$ cat src/rtl/sgwd_pkg.sv
// shared types and register map constants for the two-stage watchdog
package sgwd_pkg;

  typedef logic [1:0]  op_t;
  typedef logic [11:0] reg_ofs_t;
  typedef logic [31:0] word_t;
  typedef logic [63:0] count_t;

  // operation codes
  localparam op_t OP_TICK  = 2'd0;
  localparam op_t OP_READ  = 2'd1;
  localparam op_t OP_WRITE = 2'd2;

  // frame select codes
  localparam logic FRAME_CONTROL = 1'b0;
  localparam logic FRAME_REFRESH = 1'b1;

  // control frame register offsets
  localparam reg_ofs_t OFS_CONTROL = 12'h000;
  localparam reg_ofs_t OFS_OFFSET  = 12'h008;
  localparam reg_ofs_t OFS_CMP_LO  = 12'h010;
  localparam reg_ofs_t OFS_CMP_HI  = 12'h014;
  // refresh frame register offset
  localparam reg_ofs_t OFS_REFRESH = 12'h000;

  // control/status bit positions
  localparam int CTL_EN_BIT  = 0;
  localparam int CTL_WS0_BIT = 1;
  localparam int CTL_WS1_BIT = 2;

  typedef struct packed {
    op_t      operation;
    logic     frame_select;
    reg_ofs_t register_offset;
    word_t    write_data;
    count_t   system_count;
  } sgwd_item_t;

  typedef struct packed {
    word_t read_data;
    logic  stage_one_signal;
    logic  stage_two_signal;
  } sgwd_result_t;

endpackage

$ cat src/rtl/sgwd_if.sv
// valid/ready channel interfaces for watchdog transactions and results
interface sgwd_in_if import sgwd_pkg::*; ();
  logic     valid;
  logic     ready;
  op_t      operation;
  logic     frame_select;
  reg_ofs_t register_offset;
  word_t    write_data;
  count_t   system_count;

  modport source (
    output valid, operation, frame_select, register_offset, write_data, system_count,
    input  ready
  );
  modport sink (
    input  valid, operation, frame_select, register_offset, write_data, system_count,
    output ready
  );
endinterface

interface sgwd_out_if import sgwd_pkg::*; ();
  logic  valid;
  logic  ready;
  word_t read_data;
  logic  stage_one_signal;
  logic  stage_two_signal;

  modport source (
    output valid, read_data, stage_one_signal, stage_two_signal,
    input  ready
  );
  modport sink (
    input  valid, read_data, stage_one_signal, stage_two_signal,
    output ready
  );
endinterface

$ cat src/rtl/sgwd_core.sv
// watchdog register file, refresh and expiry logic
module sgwd_core import sgwd_pkg::*; (
  input  logic         clk,
  input  logic         rst_n,
  input  logic         fire,
  input  sgwd_item_t   item,
  output sgwd_result_t result
);

  logic   enabled_r, enabled_nxt;
  logic   first_r, first_nxt;
  logic   second_r, second_nxt;
  word_t  offset_r, offset_nxt;
  count_t compare_r, compare_nxt;

  count_t reload;
  logic   expired;
  word_t  rd;

  assign reload  = item.system_count + {32'd0, offset_r};
  assign expired = item.system_count > compare_r;

  always_comb begin
    enabled_nxt = enabled_r;
    first_nxt   = first_r;
    second_nxt  = second_r;
    offset_nxt  = offset_r;
    compare_nxt = compare_r;
    rd          = '0;
    case (item.operation)
      OP_TICK: begin
        if (enabled_r && expired) begin
          if (!first_r) begin
            first_nxt   = 1'b1;
            compare_nxt = reload;
          end else if (!second_r) begin
            second_nxt = 1'b1;
          end
        end
      end
      OP_READ: begin
        if (item.frame_select == FRAME_CONTROL) begin
          case (item.register_offset)
            OFS_CONTROL: begin
              rd[CTL_EN_BIT]  = enabled_r;
              rd[CTL_WS0_BIT] = first_r;
              rd[CTL_WS1_BIT] = second_r;
            end
            OFS_OFFSET: rd = offset_r;
            OFS_CMP_LO: rd = compare_r[31:0];
            OFS_CMP_HI: rd = compare_r[63:32];
            default:    rd = '0;
          endcase
        end
      end
      OP_WRITE: begin
        if (item.frame_select == FRAME_REFRESH) begin
          if (item.register_offset == OFS_REFRESH) begin
            compare_nxt = reload;
            first_nxt   = 1'b0;
            second_nxt  = 1'b0;
          end
        end else begin
          case (item.register_offset)
            OFS_CONTROL: begin
              enabled_nxt = item.write_data[CTL_EN_BIT];
              compare_nxt = reload;
              first_nxt   = 1'b0;
              second_nxt  = 1'b0;
            end
            OFS_OFFSET: begin
              // refresh uses the newly written offset
              offset_nxt  = item.write_data;
              compare_nxt = item.system_count + {32'd0, item.write_data};
              first_nxt   = 1'b0;
              second_nxt  = 1'b0;
            end
            OFS_CMP_LO: compare_nxt = {compare_r[63:32], item.write_data};
            OFS_CMP_HI: compare_nxt = {item.write_data, compare_r[31:0]};
            default: begin
            end
          endcase
        end
      end
      default: begin
      end
    endcase
  end

  always_ff @(posedge clk) begin
    if (!rst_n) begin
      enabled_r <= 1'b0;
      first_r   <= 1'b0;
      second_r  <= 1'b0;
      offset_r  <= '0;
      compare_r <= '0;
    end else if (fire) begin
      enabled_r <= enabled_nxt;
      first_r   <= first_nxt;
      second_r  <= second_nxt;
      offset_r  <= offset_nxt;
      compare_r <= compare_nxt;
    end
  end

  assign result.read_data        = rd;
  assign result.stage_one_signal = first_nxt;
  assign result.stage_two_signal = second_nxt;

endmodule

$ cat src/rtl/two_stage_watchdog_top.sv
// two-stage watchdog top level: input register, core and result register
// a transaction accepted into the input register passes through the core into the result register
// throughput: one transaction per cycle unless out_if.ready holds the result register
// the input register frees up whenever the result register moves, so both stages stream
// reset (rst_n low, synchronous): pipeline emptied, watchdog disabled,
// offset and compare values zero, both stage flags cleared
module two_stage_watchdog_top import sgwd_pkg::*; (
  input logic       clk,
  input logic       rst_n,
  sgwd_in_if.sink   in_if,
  sgwd_out_if.source out_if
);

  // input register holds one accepted transaction
  logic       in_v_r, in_v_nxt;
  sgwd_item_t in_item_r;

  // result register holds one finished result
  logic         out_v_r, out_v_nxt;
  sgwd_result_t out_res_r;

  sgwd_result_t core_res;
  logic         adv;      // input register moves into the result register
  logic         in_fire;  // new transaction accepted

  // move forward whenever the result slot is empty or being drained
  assign adv     = in_v_r && (!out_v_r || out_if.ready);
  assign in_fire = in_if.valid && in_if.ready;

  // take a new transaction when the input register is empty or the held one moves on
  assign in_if.ready = !in_v_r || adv;

  always_comb begin
    in_v_nxt = in_v_r;
    if (in_fire) begin
      in_v_nxt = 1'b1;
    end else if (adv) begin
      in_v_nxt = 1'b0;
    end
  end

  always_comb begin
    out_v_nxt = out_v_r;
    if (adv) begin
      out_v_nxt = 1'b1;
    end else if (out_if.ready) begin
      out_v_nxt = 1'b0;
    end
  end

  always_ff @(posedge clk) begin
    if (!rst_n) begin
      in_v_r  <= 1'b0;
      out_v_r <= 1'b0;
    end else begin
      in_v_r  <= in_v_nxt;
      out_v_r <= out_v_nxt;
    end
  end

  // payload registers need no reset
  always_ff @(posedge clk) begin
    if (in_fire) begin
      in_item_r.operation       <= in_if.operation;
      in_item_r.frame_select    <= in_if.frame_select;
      in_item_r.register_offset <= in_if.register_offset;
      in_item_r.write_data      <= in_if.write_data;
      in_item_r.system_count    <= in_if.system_count;
    end
    if (adv) begin
      out_res_r <= core_res;
    end
  end

  // state updates only when the transaction leaves the input register
  sgwd_core u_core (
    .clk    (clk),
    .rst_n  (rst_n),
    .fire   (adv),
    .item   (in_item_r),
    .result (core_res)
  );

  assign out_if.valid            = out_v_r;
  assign out_if.read_data        = out_res_r.read_data;
  assign out_if.stage_one_signal = out_res_r.stage_one_signal;
  assign out_if.stage_two_signal = out_res_r.stage_two_signal;

`ifndef SYNTH
  // the stage two flag only ever follows the stage one flag
  a_stage_order: assert property (@(posedge clk) disable iff (!rst_n)
    out_v_r |-> (!out_res_r.stage_two_signal || out_res_r.stage_one_signal))
    else $error("stage two flag without stage one flag");

  // a full pipeline under back-pressure must not take another transaction
  a_no_overrun: assert property (@(posedge clk) disable iff (!rst_n)
    (in_v_r && out_v_r && !out_if.ready) |-> !in_if.ready)
    else $error("input accepted while both stages are stalled");

  // a result only appears after a transaction sat in the input register
  a_result_source: assert property (@(posedge clk) disable iff (!rst_n)
    $rose(out_v_r) |-> $past(in_v_r))
    else $error("result produced without a held transaction");
`endif

endmodule

$ cat src/flat_wrapper.sv
// flat-port wrapper written by rule: the top's interface ports become plain ports
module two_stage_watchdog_top_flat import sgwd_pkg::*;
  (clk, rst_n, in_if_valid, in_if_operation, in_if_frame_select, in_if_register_offset, in_if_write_data, in_if_system_count, in_if_ready, out_if_valid, out_if_read_data, out_if_stage_one_signal, out_if_stage_two_signal, out_if_ready);
  sgwd_in_if in_if_i ();
  sgwd_out_if out_if_i ();
  input logic clk;
  input logic rst_n;
  input wire logic [$bits(in_if_i.valid)-1:0] in_if_valid;
  input wire logic [$bits(in_if_i.operation)-1:0] in_if_operation;
  input wire logic [$bits(in_if_i.frame_select)-1:0] in_if_frame_select;
  input wire logic [$bits(in_if_i.register_offset)-1:0] in_if_register_offset;
  input wire logic [$bits(in_if_i.write_data)-1:0] in_if_write_data;
  input wire logic [$bits(in_if_i.system_count)-1:0] in_if_system_count;
  output wire logic [$bits(in_if_i.ready)-1:0] in_if_ready;
  output wire logic [$bits(out_if_i.valid)-1:0] out_if_valid;
  output wire logic [$bits(out_if_i.read_data)-1:0] out_if_read_data;
  output wire logic [$bits(out_if_i.stage_one_signal)-1:0] out_if_stage_one_signal;
  output wire logic [$bits(out_if_i.stage_two_signal)-1:0] out_if_stage_two_signal;
  input wire logic [$bits(out_if_i.ready)-1:0] out_if_ready;
  assign in_if_i.valid = in_if_valid;
  assign in_if_i.operation = in_if_operation;
  assign in_if_i.frame_select = in_if_frame_select;
  assign in_if_i.register_offset = in_if_register_offset;
  assign in_if_i.write_data = in_if_write_data;
  assign in_if_i.system_count = in_if_system_count;
  assign in_if_ready = in_if_i.ready;
  assign out_if_valid = out_if_i.valid;
  assign out_if_read_data = out_if_i.read_data;
  assign out_if_stage_one_signal = out_if_i.stage_one_signal;
  assign out_if_stage_two_signal = out_if_i.stage_two_signal;
  assign out_if_i.ready = out_if_ready;
  two_stage_watchdog_top u_core (.clk(clk), .rst_n(rst_n), .in_if(in_if_i), .out_if(out_if_i));
endmodule
$ cat config.mk
export PLATFORM = sky130hd
export DESIGN_NAME = two_stage_watchdog_top_flat
export DESIGN_NICKNAME = d
export VERILOG_FILES = /design/src/rtl/sgwd_pkg.sv /design/src/rtl/sgwd_if.sv /design/src/rtl/sgwd_core.sv /design/src/rtl/two_stage_watchdog_top.sv /design/src/flat_wrapper.sv
export SDC_FILE = /design/constraint.sdc
export NUM_CORES = 1
export LEC_CHECK = 0
export BUFFER_PORTS_ARGS = -buffer_cell sky130_fd_sc_hd__buf_4
export CORE_ASPECT_RATIO = 0.6
export CORE_MARGIN = 2
export CORE_UTILIZATION = 40
export CTS_CLUSTER_SIZE = 20
export DETAILED_ROUTE_END_ITERATION = 16
export GPL_TIMING_DRIVEN = 0
export MAX_ROUTING_LAYER = met4
export PLACE_DENSITY = 0.62
export SYNTH_ARGS = -nofsm -noshare
export SYNTH_HDL_FRONTEND = slang
export SYNTH_SLANG_ARGS = --single-unit
export TNS_END_PERCENT = 1
$ cat constraint.sdc
create_clock -name clk -period 9.85 [get_ports clk]
set_clock_uncertainty 0.15 [all_clocks]
set_input_delay 1.97 -clock clk [delete_from_list [all_inputs] [get_ports clk]]
set_output_delay 1.97 -clock clk [all_outputs]
set_load 0.02 [all_outputs]
==> flow_summary_export.csv <==
group,metric,value,unit
yosys,ys_top_cells_by_area,"edfxtp_1 (27%), dfxtp_1 (13%), ha_1 (10%)",
global_routing,grt_pass1_vias,14355,
worst_setup_path,crit_type,"flop to flop",
yosys,synthArstFlopShare,0,%
yosys,synth_top_family_by_area,"compound AO/OA/AOI/OAI gates",
clock_tree,htree_levels,1,
worst_setup_path,ff2ff_path_depth,11,
yosys,synthFlopType,"edfxtp_1",
die,rows,56,
clock_tree,clock_path_buffers,3,
timing,final_hold_viol_count,0,
yosys,ys_ff_latch,246,
placed_design,gp_congestion,1.04,
timing,setup_tns,0,ps
flow_run,drv_cap,0,
placed_design,place_inst,2450,
drt,drt-wirelength-per-cell,27.0,um
finish,final_area,18800,um2
placed_design,placed_cell_area,17800,um2
clock_tree,cts-root-buf,"clkbuf_16",
timing,finalSetupViolCount,0,
yosys,synth_cell_types,80,
die,fp.dieArea,41700,um2
drt,antenna_left,0,
timing,fin_crit,5030,ps
placed_design,dp_hpwl,52.8,mm
finish,area_growth,17.2,%
global_routing,gr-usage-all-layers,32.3,%
timing,finalMaxSlewViolations,0,
drt,vias,15457,
clock_tree,clock-sinks,246,
timing,maxSlewHeadroom,26.3,%
finish,nets,2203,
timing,rsz0062_at_grt,"no",
die,initial_core_util,40.8,%
placed_design,io_buffers,150,
timing,min_period_over_period,51.0,%
min_path,hold_depth,2,
drt,vias_per_cell,6.18,
worst_setup_path,regToRegSetupSlack,4820,ps
yosys,synth-xor-area-share,5.25,%
yosys,synthSimpleGateAreaFrac,16.3,%
timing,tightest_slew,1110,ps
yosys,yosys-mux-area-fraction,0.562,%
die,io_pins,151,
yosys,yosysTopAreaCell,"edfxtp_1",
clock_tree,cts_buffers,28,
drt,wl,67.6,mm
worst_setup_path,required,10190,ps
global_routing,grt_pass1_wl,97.0,mm
min_path,hp-start,"u_core.u_core.offset_r[4]",
global_routing,grt_start_max_net_pins,70,
drt,drt_iter0_drc,2073,
yosys,synth_nets,2022,
yosys,synth_warnings,0,
status,outcome,"finished clean",
clock_tree,cts_tree,"done",
pwr,powerDensity,140,nW/um2
clock_tree,clkSlewWorstSetupHoldPaths,70,ps
finish,layout.cells.non_filler,2502,
timing,holdWs,334,ps
yosys,synth_most_common_cell,"nand2_1",
yosys,syn_inst,1777,
yosys,avgSynthCellArea,9.01,um2
yosys,synthTopCellsByCount,"nand2_1 (205), a21oi_1 (176), edfxtp_1 (145)",
worst_setup_path,worstReg2RegStart,"u_core.in_item_r[57]",
yosys,synth-compound-area-share,23.5,%
clock_tree,clkLatencyLatePin,600,ps
clock_tree,postCtsResizedCells,0,
finish,multiInputGateArea,8960,um2
min_path,hp-class,"flop to flop",
min_path,hold_end,"u_core.u_core.offset_r[4]",
timing,fmax,199,MHz
yosys,synth_area,16000,um2
yosys,synth_fa_ha_area_share,10.2,%
worst_setup_path,worstReg2RegEnd,"u_core.u_core.compare_r[14]",
global_routing,antenna_found_initial,1,
die,core_area,39200,um2
global_routing,overflow,0,
worst_setup_path,crit_arrival,5370,ps
pwr,p_leak,7.02,nW
clock_tree,post_cts_buffers,0,
finish,ff_latch_area,6380,um2
die,die_h,159,um
pwr,vdd_drop_max,0.000132,V
drt,drc,0,
finish,fillers,3824,
finish,diodes,0,
drt,dr.pass1.iters,6,
yosys,yosysSeqAreaShare,39.8,%
clock_tree,ctsHoldBuffers,0,
die,die_w,262,um
yosys,synth_edf_count,145,
worst_setup_path,crit_path_end_kind,"flop",
worst_setup_path,crit_fanout,10,
finish,drive_gt1_share,11.8,%
worst_setup_path,worstSetupStartpointType,"flop",
yosys,yosysTopAreaCellShare,27.2,%
==> where the power goes <==
part,switching (mW),internal [mW]
clock,0.478,0.603
sequential,0.0615,1.13
combinational,0.210,0.138
==> cell families after synthesis <==
group / count (synthesis)
DFF: 246
muxes: 9
and+or+nand+nor: 551
xor gates and xnor gates: 96
adders and majority gates: 130
buffers and inverters: 181
AOI/OAI and AO/OA: 564
==> final cells by class <==
class / count / area share [%]
Buffer: 91 / 1.90
Clock buffer: 38 / 4.27
Clock inverter: 14 / 0.727
Inverter: 90 / 1.80
Multi-Input combinational cell: 1350 / 47.7
Sequential cell: 246 / 34.0
Tap cell: 522 / 3.48
Timing Repair Buffer: 151 / 6.15
==> per-layer routing <==
layer | vias to the layer above | global-route usage, % | routed length [um]
met3 | 87 | 13.0 | 10000
met2 | 923 | 40.8 | 25100
li1 | 7037 | - | -
met4 | 0 | 6.79 | 1540
met1 | 7410 | 47.2 | 30900
met5 | - | - | 0
==> placed cells by master, fill, tap and decap left out, drive strengths merged, types with 39 or more instances in the layout <==
cell type and instances:
clkbuf 116, a21oi 177, ha 128, nand3 42, buf 164, nand2 205
edfxtp 145, xnor2 57, a21o 58, xor2 39, nor2 130, dfxtp 101
o21ai 97, inv 92
==> flip-flops by register name, summed over array words and instances (netlist names) <==
signal	flops
u_core.in_item_r	111
u_core.in_v_r	1
u_core.out_if.read_data	32
u_core.out_if.stage_one_signal	1
u_core.out_if.stage_two_signal	1
u_core.out_if.valid	1
u_core.u_core.compare_r	64
u_core.u_core.enabled_r	1
u_core.u_core.first_r	1
u_core.u_core.offset_r	32
u_core.u_core.second_r	1
==> worst max-delay path, stage by stage (launching register included) <==
cell,delay [ps]
edfxtp_1,540
ha_1,360
nand4_1,140
nor3_1,540
nand4_1,540
o41ai_1,840
nor2_1,90
a21o_1,240
nand3_1,310
clkbuf_1,760
a211oi_1,150
a211oi_1,270
==> how the worst max path moves through the flow <==
stage | start | to | slack, ps | cells after the start
2_1_floorplan | out_if_ready | u_core.in_item_r[0] | 4400 | 3
3_3_place_gp | out_if_ready | u_core.in_item_r[23] | 3260 | 4
3_5_place_dp | u_core.in_item_r[57] | u_core.u_core.compare_r[14] | 5020 | 11
4_1_cts | u_core.in_item_r[57] | u_core.u_core.compare_r[14] | 4970 | 11
5_1_grt | u_core.u_core.compare_r[56] | u_core.u_core.compare_r[2] | 4630 | 12
6_report | u_core.in_item_r[57] | u_core.u_core.compare_r[14] | 4820 | 11
==> per-stage QoR <==
step	utilization (%)	total power [mW]	setup slack (ps)
after CTS	47.8	2.62	4970
after global routing	47.8	2.71	4630
after global placement	45.4	1.55	3260
after detailed placement	45.5	1.55	5020
after floorplan	-	1.39	4400
final	47.8	2.62	4820
Power figures use the tool's default switching activity.
